$ cat src/rtl/drld_pkg.sv
// Shared types and constants of the decimal run-length decoder.
// Used by drld_front, drld_fifo, drld_back and the top level.
package drld_pkg;

  localparam logic [7:0] DIGIT_LO     = 8'h30;
  localparam logic [7:0] DIGIT_HI     = 8'h39;
  localparam logic [7:0] NEWLINE_BYTE = 8'd10;
  localparam logic [3:0] COUNT_SAT    = 4'd8;
  localparam logic [3:0] COUNT_BIG    = 4'd7;
  localparam logic [4:0] MOD_BASE     = 5'd7;
  localparam logic [2:0] MAX_COPIES   = 3'd6;

  // One decoded request: copies of rep_byte, then byte_val, then a newline.
  typedef struct packed {
    logic [2:0] copies;
    logic [7:0] rep_byte;
    logic       has_byte;
    logic [7:0] byte_val;
    logic       has_nl;
  } drld_cmd_t;

  // Reduce a value below 28 mod 7 with two compare-subtract steps.
  function automatic logic [2:0] mod7_reduce(input logic [4:0] x);
    logic [4:0] v;
    v = x;
    if (v >= (MOD_BASE << 1)) v = v - (MOD_BASE << 1);
    if (v >= MOD_BASE) v = v - MOD_BASE;
    return v[2:0];
  endfunction

endpackage

$ cat src/rtl/drld_front.sv
// Front end: accepts encoded bytes, tracks the digit count and builds
// requests for the back end. Depends on drld_pkg.
module drld_front (
  input  logic                clk,
  input  logic                rst,
  input  logic                in_valid,
  output logic                in_stall,
  input  logic [7:0]          in_byte,
  input  logic                is_final,
  output logic                push,
  output drld_pkg::drld_cmd_t push_cmd,
  input  logic                q_full
);
  import drld_pkg::*;

  logic [7:0] repeat_byte;
  logic [3:0] count_small;
  logic [2:0] count_mod_seven;
  logic       digits_pending;

  logic       accept;
  logic       is_digit;
  logic [3:0] digit;
  logic [6:0] sum_small;
  logic [3:0] small_new;
  logic [2:0] mod_new;
  logic [3:0] eff_small;
  logic [2:0] eff_mod;
  logic       eff_pending;
  logic [2:0] copies;

  assign in_stall = q_full;
  assign accept   = in_valid && !in_stall;

  // Classify the byte and fold a digit into the count
  assign is_digit  = (in_byte >= DIGIT_LO) && (in_byte <= DIGIT_HI);
  assign digit     = in_byte[3:0];
  assign sum_small = {3'b000, count_small} * 7'd10 + {3'b000, digit};
  assign small_new = (sum_small > {3'b000, COUNT_SAT}) ? COUNT_SAT : sum_small[3:0];
  assign mod_new   = mod7_reduce({2'b00, count_mod_seven} * 5'd3 + {1'b0, digit});

  // A digit that is also final ends its own run
  assign eff_small   = is_digit ? small_new : count_small;
  assign eff_mod     = is_digit ? mod_new : count_mod_seven;
  assign eff_pending = is_digit || digits_pending;

  always_comb begin
    copies = 3'd0;
    if (eff_pending) begin
      if (eff_small > COUNT_BIG) begin
        copies = eff_mod;
      end else if (eff_small != 4'd0) begin
        copies = 3'(eff_small - 4'd1);
      end
    end
  end

  // Build the request; a digit that is not final yields nothing
  assign push              = accept && (!is_digit || is_final);
  assign push_cmd.copies   = copies;
  assign push_cmd.rep_byte = repeat_byte;
  assign push_cmd.has_byte = !is_digit;
  assign push_cmd.byte_val = in_byte;
  assign push_cmd.has_nl   = is_final;

  // Advance the count state
  always_ff @(posedge clk) begin
    if (rst) begin
      repeat_byte     <= 8'd0;
      count_small     <= 4'd0;
      count_mod_seven <= 3'd0;
      digits_pending  <= 1'b0;
    end else if (accept) begin
      priority if (is_final) begin
        repeat_byte     <= 8'd0;
        count_small     <= 4'd0;
        count_mod_seven <= 3'd0;
        digits_pending  <= 1'b0;
      end else if (is_digit) begin
        count_small     <= small_new;
        count_mod_seven <= mod_new;
        digits_pending  <= 1'b1;
      end else begin
        repeat_byte     <= in_byte;
        count_small     <= 4'd0;
        count_mod_seven <= 3'd0;
        digits_pending  <= 1'b0;
      end
    end
  end

  a_count_range: assert property (@(posedge clk) disable iff (rst)
    (count_small <= COUNT_SAT) && (count_mod_seven < 3'd7))
    else $error("count out of range");

  a_idle_count_clear: assert property (@(posedge clk) disable iff (rst)
    !digits_pending |-> (count_small == 4'd0) && (count_mod_seven == 3'd0))
    else $error("count held without a pending run");

endmodule

$ cat src/rtl/drld_fifo.sv
// Short request queue between front and back end.
// Depends on drld_pkg for the request type.
module drld_fifo #(
  parameter int DEPTH = 4
) (
  input  logic                clk,
  input  logic                rst,
  input  logic                push,
  input  drld_pkg::drld_cmd_t push_cmd,
  output logic                full,
  input  logic                pop,
  output drld_pkg::drld_cmd_t pop_cmd,
  output logic                not_empty
);
  import drld_pkg::*;

  localparam int PW = (DEPTH > 1) ? $clog2(DEPTH) : 1;
  localparam int CW = $clog2(DEPTH + 1);

  drld_cmd_t       slots [DEPTH];
  logic [PW-1:0]   wr_ptr;
  logic [PW-1:0]   rd_ptr;
  logic [CW-1:0]   fill;
  logic            do_push;
  logic            do_pop;

  assign full      = (fill == CW'(DEPTH));
  assign not_empty = (fill != '0);
  assign do_push   = push && !full;
  assign do_pop    = pop && not_empty;
  assign pop_cmd   = slots[rd_ptr];

  // Store requests
  always_ff @(posedge clk) begin
    if (do_push) begin
      slots[wr_ptr] <= push_cmd;
    end
  end

  // Advance pointers and fill count
  always_ff @(posedge clk) begin
    if (rst) begin
      wr_ptr <= '0;
      rd_ptr <= '0;
      fill   <= '0;
    end else begin
      if (do_push) begin
        wr_ptr <= (wr_ptr == PW'(DEPTH - 1)) ? '0 : wr_ptr + 1'b1;
      end
      if (do_pop) begin
        rd_ptr <= (rd_ptr == PW'(DEPTH - 1)) ? '0 : rd_ptr + 1'b1;
      end
      if (do_push && !do_pop) begin
        fill <= fill + 1'b1;
      end else if (do_pop && !do_push) begin
        fill <= fill - 1'b1;
      end
    end
  end

  a_no_overflow: assert property (@(posedge clk) disable iff (rst)
    !(push && full))
    else $error("push into full queue");

  a_fill_tracks: assert property (@(posedge clk) disable iff (rst)
    (do_push && !do_pop) |=> (fill == $past(fill) + 1'b1))
    else $error("fill count lost a push");

endmodule

$ cat src/rtl/drld_back.sv
// Back end: expands one request into result bytes, one per cycle while the
// output is not stalled, through a registered output stage. Depends on drld_pkg.
module drld_back (
  input  logic                clk,
  input  logic                rst,
  input  logic                q_not_empty,
  input  drld_pkg::drld_cmd_t q_cmd,
  output logic                pop,
  output logic                out_valid,
  input  logic                out_stall,
  output logic [7:0]          out_byte,
  output logic                run_last
);
  import drld_pkg::*;

  drld_cmd_t  cmd;
  logic       cmd_valid;
  drld_cmd_t  cmd_next;
  logic [7:0] res_byte;
  logic       res_last;
  logic       out_load;

  // Pick the next result and what remains after it
  always_comb begin
    cmd_next = cmd;
    if (cmd.copies != 3'd0) begin
      res_byte        = cmd.rep_byte;
      cmd_next.copies = cmd.copies - 3'd1;
    end else if (cmd.has_byte) begin
      res_byte          = cmd.byte_val;
      cmd_next.has_byte = 1'b0;
    end else begin
      res_byte        = NEWLINE_BYTE;
      cmd_next.has_nl = 1'b0;
    end
    res_last = (cmd_next.copies == 3'd0) && !cmd_next.has_byte && !cmd_next.has_nl;
  end

  assign out_load = cmd_valid && (!out_valid || !out_stall);
  assign pop      = !cmd_valid || (out_load && res_last);

  // Hold or refill the working request
  always_ff @(posedge clk) begin
    if (rst) begin
      cmd_valid <= 1'b0;
    end else if (pop) begin
      cmd_valid <= q_not_empty;
    end
  end

  always_ff @(posedge clk) begin
    if (pop) begin
      cmd <= q_cmd;
    end else if (out_load) begin
      cmd <= cmd_next;
    end
  end

  // Output register
  always_ff @(posedge clk) begin
    if (rst) begin
      out_valid <= 1'b0;
    end else if (out_load) begin
      out_valid <= 1'b1;
    end else if (!out_stall) begin
      out_valid <= 1'b0;
    end
  end

  always_ff @(posedge clk) begin
    if (out_load) begin
      out_byte <= res_byte;
      run_last <= res_last;
    end
  end

  a_cmd_has_work: assert property (@(posedge clk) disable iff (rst)
    cmd_valid |-> (cmd.has_byte || cmd.has_nl))
    else $error("working request has no final result");

  a_copies_range: assert property (@(posedge clk) disable iff (rst)
    cmd_valid |-> (cmd.copies <= MAX_COPIES))
    else $error("copy count out of range");

endmodule

$ cat src/rtl/decimal_run_length_decoder_top.sv
// Decimal run-length decoder, top level. A result goes from its accepted byte
// through the request queue, the working request of the back end and its output register.
// Throughput: one result per cycle while the output is not stalled; an item causes
// 0 to 8 results, each sent through the single output register of the back end.
// The front keeps taking bytes while fewer than QUEUE_DEPTH requests wait.
// Reset clears the count state, the queue and the output register.
module decimal_run_length_decoder_top #(
  parameter int QUEUE_DEPTH = 4
) (
  input  logic       clk,
  input  logic       rst,
  input  logic       in_valid,
  output logic       in_stall,
  input  logic [7:0] in_byte,
  input  logic       is_final,
  output logic       out_valid,
  input  logic       out_stall,
  output logic [7:0] out_byte,
  output logic       run_last
);
  import drld_pkg::*;

  logic      push;
  drld_cmd_t push_cmd;
  logic      q_full;
  logic      pop;
  drld_cmd_t pop_cmd;
  logic      q_not_empty;

  // Classify bytes and track counts
  drld_front u_front (
    .clk      (clk),
    .rst      (rst),
    .in_valid (in_valid),
    .in_stall (in_stall),
    .in_byte  (in_byte),
    .is_final (is_final),
    .push     (push),
    .push_cmd (push_cmd),
    .q_full   (q_full)
  );

  // Decouple front and back
  drld_fifo #(
    .DEPTH (QUEUE_DEPTH)
  ) u_fifo (
    .clk       (clk),
    .rst       (rst),
    .push      (push),
    .push_cmd  (push_cmd),
    .full      (q_full),
    .pop       (pop),
    .pop_cmd   (pop_cmd),
    .not_empty (q_not_empty)
  );

  // Expand requests into result bytes
  drld_back u_back (
    .clk         (clk),
    .rst         (rst),
    .q_not_empty (q_not_empty),
    .q_cmd       (pop_cmd),
    .pop         (pop),
    .out_valid   (out_valid),
    .out_stall   (out_stall),
    .out_byte    (out_byte),
    .run_last    (run_last)
  );

endmodule

$ cat config.mk
export PLATFORM = sky130hd
export DESIGN_NAME = decimal_run_length_decoder_top
export DESIGN_NICKNAME = d
export VERILOG_FILES = /design/src/rtl/drld_pkg.sv /design/src/rtl/drld_front.sv /design/src/rtl/drld_fifo.sv /design/src/rtl/drld_back.sv /design/src/rtl/decimal_run_length_decoder_top.sv
export SDC_FILE = /design/constraint.sdc
export NUM_CORES = 1
export LEC_CHECK = 0
export BUFFER_PORTS_ARGS = -buffer_cell sky130_fd_sc_hd__buf_4
export CAP_MARGIN = 20
export CORE_MARGIN = 1
export CORE_UTILIZATION = 26
export CTS_BUF_LIST = sky130_fd_sc_hd__clkbuf_8
export CTS_CLUSTER_SIZE = 20
export DETAILED_ROUTE_END_ITERATION = 6
export GPL_TIMING_DRIVEN = 0
export SKIP_LAST_GASP = 1
export SLEW_MARGIN = 20
export SYNTH_ARGS = -nofsm -noshare
export SYNTH_HDL_FRONTEND = slang
export SYNTH_SLANG_ARGS = --single-unit
$ cat constraint.sdc
create_clock -name clk -period 7.27 [get_ports clk]
set_input_delay 0.727 -clock clk [delete_from_list [all_inputs] [get_ports clk]]
set_output_delay 0.727 -clock clk [all_outputs]
set_load 0.1 [all_outputs]
* After elaboration in Yosys (flattened, before gate mapping)
Memory sizes are Yosys's and may differ from the RTL's. A register that Yosys moved wholly into a read port is not among the register bits.
Index checks and enable logic that the tools add are counted.
** Storage, ports and cells
- Bits of input ports :: 13
- Bits in registers :: 55
- Logic and storage cells :: 105
- Bits in writable memories :: 84
- Memories :: 1
** Cells by class
- $mul :: 2
- Multiplexer cells :: 34
- Equal/unequal tests :: 5
- Order comparisons :: 6
- Reductions and logical operators :: 31
- Add/subtract/negate cells :: 10
** Memories
- u_fifo.slots :: words 4, width 21, rd ports 1, clocked after Yosys merged registers in 1, write ports 1, RTL line drld_fifo.sv:20 : drld_cmd_t slots [DEPTH];
** Operator list (number)
- 2-to-1 mux 21 bit :: 2
- 2-to-1 mux 8 bit :: 4
- 2-to-1 mux 3 bit :: 10
- 2-to-1 mux 4 bit :: 4
- logical AND 1 bit :: 11
- zero test 1 bit :: 9
- 2-to-1 mux 1 bit :: 9
- subtractor 3 x 1 -> 3 bit (second input constant) :: 3
- >= comparator 8 x 6 -> 1 bit (second input constant) :: 1
- <= comparator 8 x 6 -> 1 bit (second input constant) :: 1
- 2-to-1 mux 2 bit :: 4
- adder 7 x 4 -> 7 bit :: 1
- greater-than comparator 7 x 4 -> 1 bit (second input constant) :: 1
- multiplier 4 x 3 -> 6 bit (second input constant) :: 1
- nonzero test 3 bit :: 2
- adder 5 x 4 -> 5 bit :: 1
- >= comparator 5 x 3 -> 1 bit (second input constant) :: 1
- >= comparator 5 x 4 -> 1 bit (second input constant) :: 1
- multiplier 3 x 2 -> 5 bit (second input constant) :: 1
- 2-to-1 mux 5 bit :: 1
- subtractor 5 x 4 -> 5 bit (second input constant) :: 1
- adder 2 x 1 -> 2 bit (second input constant) :: 2
- equality test 2 bit (second input constant) :: 2
- greater-than comparator 4 x 3 -> 1 bit (second input constant) :: 1
- other kinds (10) :: 14

* Longest topological paths before layout
Gate-level depths: netlist of run 1.
- Depth after elaboration :: 11
- Mapped depth :: 15
- Depth with buffers taken out :: 14

* By module
Synthesis of run 1 repeated with hierarchy kept, for this count alone.
** Unflattened totals
- Cells, all modules :: 442
- Area, all modules :: 6414.9 µm²
** Modules (own cells, without submodules)
- drld_fifo :: cells an instance 159, area an instance 3538.4 µm², times used 1
- drld_back :: cells an instance 114, area an instance 1465.2 µm², times used 1
- drld_front :: cells an instance 169, area an instance 1411.4 µm², times used 1

* Least setup slack after synthesis of run 1
OpenSTA, ideal clock, no wires.
- Path type :: register to register
- Start point :: reg u_fifo.fill[0]
- End point :: reg u_fifo.fill[2]
- Data required time :: 7.200 ns
- Data arrival time :: 4.072 ns
- Buffers on the path :: 0
- Clock period less this slack :: 4.142 ns
- Cell stages (with the launch flop) :: 11
- Slack :: 3.128 ns
- Setup time :: 0.070 ns
- Cells stage by stage :: dfxtp_1 -> nor3b_1 -> nand2b_1 -> or2_2 -> inv_1 -> ha_1 -> inv_1 -> fa_1 -> xor2_1 -> or3_1 -> a21oi_1
** On the way
- Cells in the longest elaborated chain, start to end :: 8
- Elaborated cells between the ends (all ways) :: 16
- Classes of those cells :: add/sub (2); eq/ne (1); mux (2); reduce/logical (11)
** Ends and longest elaborated chain
- from (decl) :: RTL line drld_fifo.sv:23 : logic [CW-1:0] fill;
- from (signal assigned) :: RTL line drld_fifo.sv:54 : fill <= fill + 1'b1;
- from (signal assigned) :: RTL line drld_fifo.sv:56 : fill <= fill - 1'b1;
- equality test 3 bit * :: RTL line drld_fifo.sv:27 : assign full = (fill == CW'(DEPTH));
- named net in_stall :: RTL line decimal_run_length_decoder_top.sv:13 : output logic in_stall,
- zero test 1 bit * :: RTL line drld_front.sv:33, drld_fifo.sv:29
- logical AND 1 bit :: RTL line drld_front.sv:33 : assign accept = in_valid && !in_stall;
- logical AND 1 bit :: RTL line drld_front.sv:59 : assign push = accept && (!is_digit || is_final);
- logical AND 1 bit * :: RTL line drld_fifo.sv:29 : assign do_push = push && !full;
- named net u_fifo.do_push :: RTL line drld_fifo.sv:24 : logic do_push;
- zero test 1 bit :: RTL line drld_fifo.sv:55 : end else if (do_pop && !do_push) begin
- logical AND 1 bit :: RTL line drld_fifo.sv:55
- nonzero test 2 bit (no line)
The timed path passes the listed nets; every way through them passes the cells marked *. The select of a mux whose other input is x is not followed.
A chain may end at the register's enable or synchronous reset.

==> summary.txt, run 1 <==
Rel. slew slack: 0.3037
post-route design area: 7126 um2
nets: 513
Initial Util: 0.2682
Post-Route Skew: 0.008949 ns
die area: 24260 um2
drt pass-1 iters: 4
Reg-to-Reg Start: u_front.count_mod_seven[0]
Slew @ Worst Pin: 1.037 ns
min-delay src: in_byte[4]
global-route wire length before repair: 18.82 mm
syn_area_per_cell: 14.23 um2
Power Dens Cells: 361.5 nW/um2
leakage power: 2.510 nW
largest net degree at the start of global routing: 26
Max VDD drop: 0.2056 mV
flop2flop setup slack: 3.24 ns
number of synthesized flops with an enable pin: 114
critical path buffer and inverter count: 3
multi-input logic area: 2064 um2
latest clock arrival within the worst-skew pair: 0.44 ns
I/O pins: 24
Post-CTS Repair Setup Buffers: 0
Most Frequent Cell on Critical Path: ha_1
# setup viols final: 0
initial antenna violation count: 0
Hold Path Sink: u_fifo.slots[2][5]
DRC Markers: 0
Final HPWL DP: 8.174 mm
Max stage delay on crit path: 0.53 ns
Final Hold Viols: 0
routed wire length: 11.55 mm
RD Place Congestion: 0.7798
layout cells sized above 1: 0.1790
DR vias: 3547
Worst-path clk slew: 0.08 ns
CTS Sinks: 141
status: finished clean
worst hold-check path type: primary input to register
Main synth FF type: edfxtp_1
DP Area: 6708 um2
buffers added on ports: 22
CTS max path bufs: 2
Syn. warnings: 0
TritonCTS buffer count: 17
Post-synth ARST share: 0
Required @ worst endpoint: 7.46 ns
Core ar.: 22920 um2
Mapped Area: 6146 um2
detail-routed via count per cell: 4.439
Layout area overhead: 15.94%
antenna-violating nets left: 0
RSZ-0062 raised after global routing: false
post-cts sizing count: 0
1st-iter DRT viols: 263
worst path cell trace: buf_4 -> fa_1 -> ha_1 -> fa_1 -> ha_1 -> a31oi_1 -> o22ai_4 -> xnor2_1 -> inv_1 -> ha_1 -> inv_1 -> o21ba_4 -> or3b_1 -> a32oi_1
CP Class: primary input to register
Setup TNS: 0 ns
Max Cap Violations: 0
Overflow after GRT: 0
delay-heaviest family, CP: adder cells
reg-to-reg endpoint: u_fifo.slots[2][18]
register area: 3964 um2
Total GRT Usage: 0.1029
die height: 155.7 um
Critical-path top delay cell: fa_1
Total Power: 2.576 mW
#FFs+latches synth: 141
Fillers: 2250
Worst Hold Depth: 1
CP Capture Type: register
library cells used by synthesis: 46
critical path peak fanout: 8
Seq/Total Area, Yosys: 0.6450
cts-stage hold buffer count: 0
ANT cells: 0
critical path arrival: 4.26 ns
CP Launch Type: primary input
worst reg2reg path depth: 13
Syn Inst Count: 432
Post-Syn Nets: 472
min cycle time layout: 4.069 ns
H-tree depth: 4
fmax: 245.8 MHz
Final Cycle Share: 0.5597
DR WL/cell: 14.45 um
TritonCTS clock tree: yes
num rows: 55
max-slew violation count: 0
clk root buf: clkbuf_8
number of global-route vias before repair: 3678
die width: 155.7 um
report_power, final:
part / switching [mW] / internal (mW)
Clock: 0.306 / 0.344
Sequential: 0.0597 / 1.07
Combinational: 0.512 / 0.288
area by class of cell:
class,instances,area share
Multi-Input combinational cell,259,0.2897
Clock buffer,17,0.03284
Inverter,15,0.007902
Timing Repair Buffer,22,0.02318
Clock inverter,15,0.02581
Tap cell,313,0.05496
Buffer,17,0.009306
Sequential cell,141,0.5563
worst reg2reg max path: stages, from the launching register on:
cell and delay [ns]:
dfxtp_1 0.43, fa_1 0.45, ha_1 0.25, fa_1 0.53, ha_1 0.25, a31oi_1 0.24
o22ai_4 0.13, xnor2_1 0.19, inv_1 0.08, ha_1 0.18, inv_1 0.06, o21ba_4 0.24
or3b_1 0.35, a32oi_1 0.40
synthesized netlist by cell type (3+ instances only):
cell,n,share of area
nor2_1,34,0.021
inv_1,15,0.0092
nor3_1,8,0.0065
mux4_2,21,0.077
mux2i_1,6,0.0098
edfxtp_1,114,0.56
and2_1,21,0.021
dfxtp_1,27,0.088
clkbuf_1,14,0.0086
xor2_1,4,0.0057
fa_1,6,0.020
ha_1,21,0.043
a31oi_1,3,0.0031
nor2b_1,4,0.0041
a21oi_1,17,0.014
nand2_1,39,0.024
nand2b_1,3,0.0031
nor3b_1,4,0.0049
a22oi_1,13,0.016
o21ai_0,24,0.020
how the worst max path moves through the flow:
stage / cells after the start / startpoint / endpoint
2_1_floorplan: 10 / u_fifo.fill[0] / u_fifo.fill[2]
3_3_place_gp: 14 / in_byte[1] / u_fifo.slots[0][18]
3_5_place_dp: 14 / in_byte[1] / u_fifo.slots[3][18]
4_1_cts: 14 / in_byte[1] / u_fifo.slots[2][18]
5_1_grt: 13 / u_front.count_mod_seven[0] / u_fifo.slots[2][18]
6_report: 14 / in_byte[1] / u_fifo.slots[2][18]
routing by layer:
layer / part of all wire / routed length (um) / global-route usage
met1: 0.43 / 4985 / 0.1204
met2: 0.52 / 5975 / 0.1809
met3: 0.048 / 549 / 0.02833
met4: 0.0032 / 37 / 0.03501
met5: 0 / 0 / 0
layout by cell type (no fill, tap or decap), types with 2 or more instances in the layout:
cell and n:
edfxtp_1 114, nand2_1 39, nor2_1 34, dfxtp_1 27
o21ai_0 24, buf_4 22, mux4_2 21, ha_1 21
a21oi_1 17, and2_1 17, clkbuf_8 17, inv_1 16
clkbuf_1 14, a22oi_1 13, nor3_1 8, mux2i_1 6
fa_1 6, inv_6 5, nor2b_1 4, nor3b_1 4
xor2_1 4, and2_2 4, nand2b_1 3, a31oi_1 3
bufinv_16 3, clkinv_4 3, o22ai_1 2, buf_2 2
nand3_1 2, xnor2_1 2, or3b_1 2, o2bb2ai_1 2
a32oi_1 2, nand4_1 2, clkinvlp_4 2
metrics by stage:
stage | setup slack, ns | hold WS, ns | util | std cells
finish | 3.201 | 0.5108 | 0.3109 | 799
global route | 3.065 | 0.4772 | 0.3109 | 799
CTS | 3.210 | 0.4864 | 0.3109 | 799
detailed placement | 2.784 | 0.5020 | 0.2927 | 767
global placement | 2.949 | 0.4792 | 0.2925 | 767
floorplan | 3.128 | 0.4605 | - | 432
cell families (layout without fill, tap and decap cells):
kind of cell	after synthesis	in the layout	share of synthesized area
simple gates	126	126	0.1004
xor+xnor	6	6	0.008550
buf+inv	32	86	0.01995
flops	141	141	0.6450
fa+ha+maj	27	27	0.06230
mux	27	27	0.08673
compound gates	73	73	0.07716
state kept, by name, indices dropped and copies added (netlist names), 2 cells and up, named ones only:
signal and count:
u_fifo.slots 84, u_front.count_mod_seven 3, u_front.repeat_byte 8, u_fifo.rd_ptr 2
u_fifo.fill 3, u_back.cmd 21, u_front.count_small 4, u_back.out_byte 8
u_fifo.wr_ptr 2
Power figures use the tool's default switching activity.
==> run 2, diff against run 1 <==
==> constraint.sdc (replaced) <==
create_clock -name clk -period 3.85 [get_ports clk]
set_input_delay 0.385 -clock clk [delete_from_list [all_inputs] [get_ports clk]]
set_output_delay 0.385 -clock clk [all_outputs]
set_load 0.1 [all_outputs]
==> summary.txt, run 2 (same netlist as run 1, synthesis figures left out) <==
fmax: 271.0 MHz
I/O pins: 24
H-tree depth: 4
max-slew violation count: 0
flop2flop setup slack: 0.16 ns
num rows: 55
clk root buf: clkbuf_8
worst hold-check path type: primary input to register
Final Hold Viols: 0
antenna-violating nets left: 0
CP Launch Type: register
# setup viols final: 0
worst path cell trace: fa_1 -> ha_2 -> fa_2 -> ha_2 -> a31oi_4 -> o22ai_4 -> xnor2_2 -> inv_1 -> ha_1 -> inv_1 -> o21ba_4 -> or3b_1 -> a32oi_4
Rel. slew slack: 0.3310
detail-routed via count per cell: 4.463
Core ar.: 22920 um2
worst reg2reg path depth: 13
status: finished clean
drt pass-1 iters: 4
Largest register FFs: 84
Final Cycle Share: 0.9586
critical path peak fanout: 6
DP Area: 6713 um2
routed wire length: 11.37 mm
most frequent cells in the layout: edfxtp_1 (114), nand2_1 (39), nor2_1 (34)
min-delay src: in_byte[4]
Worst Hold Depth: 1
TritonCTS clock tree: yes
CP Class: register to register
number of global-route vias before repair: 3619
latest clock arrival within the worst-skew pair: 0.45 ns
delay-heaviest family, CP: adder cells
CTS Sinks: 141
Initial Util: 0.2682
leakage power: 2.506 nW
Biggest register: u_fifo.slots
buffers added on ports: 22
critical path buffer and inverter count: 2
final worst slack: 0.1594 ns
Setup WS pre-CTS: -0.3153 ns
Reg-to-Reg Start: u_front.count_mod_seven[0]
Total Power: 4.761 mW
nets: 514
DRC Markers: 0
Max stage delay on crit path: 0.50 ns
die width: 155.7 um
post-route design area: 7162 um2
reg-to-reg endpoint: u_fifo.slots[2][18]
layout cells sized above 1: 0.2012
initial antenna violation count: 0
Final HPWL DP: 8.060 mm
Hold Path Sink: u_fifo.slots[0][5]
die height: 155.7 um
largest net degree at the start of global routing: 26
Required @ worst endpoint: 4.10 ns
CP Capture Type: register
CTS max path bufs: 2
RD Place Congestion: 0.7805
Power Dens Cells: 664.7 nW/um2
Post-Route Skew: 0.01490 ns
Max VDD drop: 0.4049 mV
critical path arrival: 3.94 ns
Worst-path clk slew: 0.08 ns
Total GRT Usage: 0.09940
TritonCTS buffer count: 17
DR vias: 3570
Layout area overhead: 16.53%
Max Cap Violations: 0
commonest non-fill, non-tap cell in the layout: edfxtp_1
DR WL/cell: 14.22 um
cts-stage hold buffer count: 0
Slew @ Worst Pin: 0.9959 ns
die area: 24260 um2
min cycle time layout: 3.691 ns
ANT cells: 0
1st-iter DRT viols: 320
global-route wire length before repair: 18.30 mm
Critical-path top delay cell: fa_2
largest registers: u_fifo.slots (84), u_back.cmd (21)
Overflow after GRT: 0
-- run 2: cell count changes in the layout (fill, tap and decap cells not counted), moves of 2 or more --
cell,change
bufinv_16,-2
clkinv_4,+4
dfxtp_1,-2
ha_1,-2
ha_2,+2
-- run 2: what timing repair did --
| item | in CTS | in global routing |
|---|---|---|
| gates resized for setup | 4 | 7 |
| cloned | 0 | 0 |
| setup buffers | 0 | 1 |
| pin swaps | 1 | 2 |
| endpoints found under the setup margin | 4 | 13 |
-- run 2: power breakdown --
group,switching [mW],internal (mW)
registers,0.119,2.01
clock network,0.601,0.530
logic,0.953,0.546
-- run 2: area by class of cell --
type / instances / area (um2)
timing repair buffer: 23 / 172.7
sequential: 141 / 3969
tap: 313 / 391.6
clock buffer: 17 / 234.0
fill: 2245 / 15750
clock inverter: 15 / 153.9
multi-input combinational: 259 / 2118
inverter: 15 / 56.30
buffer: 17 / 66.31
-- run 2: how the worst max path moves through the flow --
| stage | start | endpoint | slack [ns] | depth (start not counted) |
|---|---|---|---|---|
| 2_1_floorplan | in_byte[1] | u_fifo.slots[0][18] | 0.26 | 13 |
| 3_3_place_gp | in_byte[1] | u_fifo.slots[0][18] | -0.14 | 14 |
| 3_5_place_dp | in_byte[1] | u_fifo.slots[0][18] | -0.32 | 14 |
| 4_1_cts | u_front.count_mod_seven[0] | u_fifo.slots[1][18] | 0.03 | 13 |
| 5_1_grt | u_front.count_mod_seven[0] | u_fifo.slots[0][18] | -0.006 | 13 |
| 6_report | u_front.count_mod_seven[0] | u_fifo.slots[2][18] | 0.16 | 13 |
-- run 2: worst reg2reg max path: stages, from the launching register on --
cell and delay, ns:
dfxtp_4 0.37, fa_1 0.46, ha_2 0.22, fa_2 0.50, ha_2 0.22, a31oi_4 0.17, o22ai_4 0.12, xnor2_2 0.18
inv_1 0.07, ha_1 0.19, inv_1 0.06, o21ba_4 0.24, or3b_1 0.41, a32oi_4 0.30
-- run 2: metal layers --
layer / track usage / routed length (um)
met5: 0 / 0
met4: 0.03455 / 170
met3: 0.02722 / 527
met2: 0.1777 / 5873
met1: 0.1137 / 4803
-- run 2: per-stage QoR --
stage                       util  setup TNS [ns]  std cells  hold WS (ns)
after floorplan                -               0        432        0.4605
after global placement    0.2927         -0.5500        767        0.4791
after detailed placement  0.2929          -2.058        767        0.5029
after CTS                 0.3106               0        799        0.1361
after global routing      0.3125        -0.01631        800        0.1498
final                     0.3125               0        800        0.1657
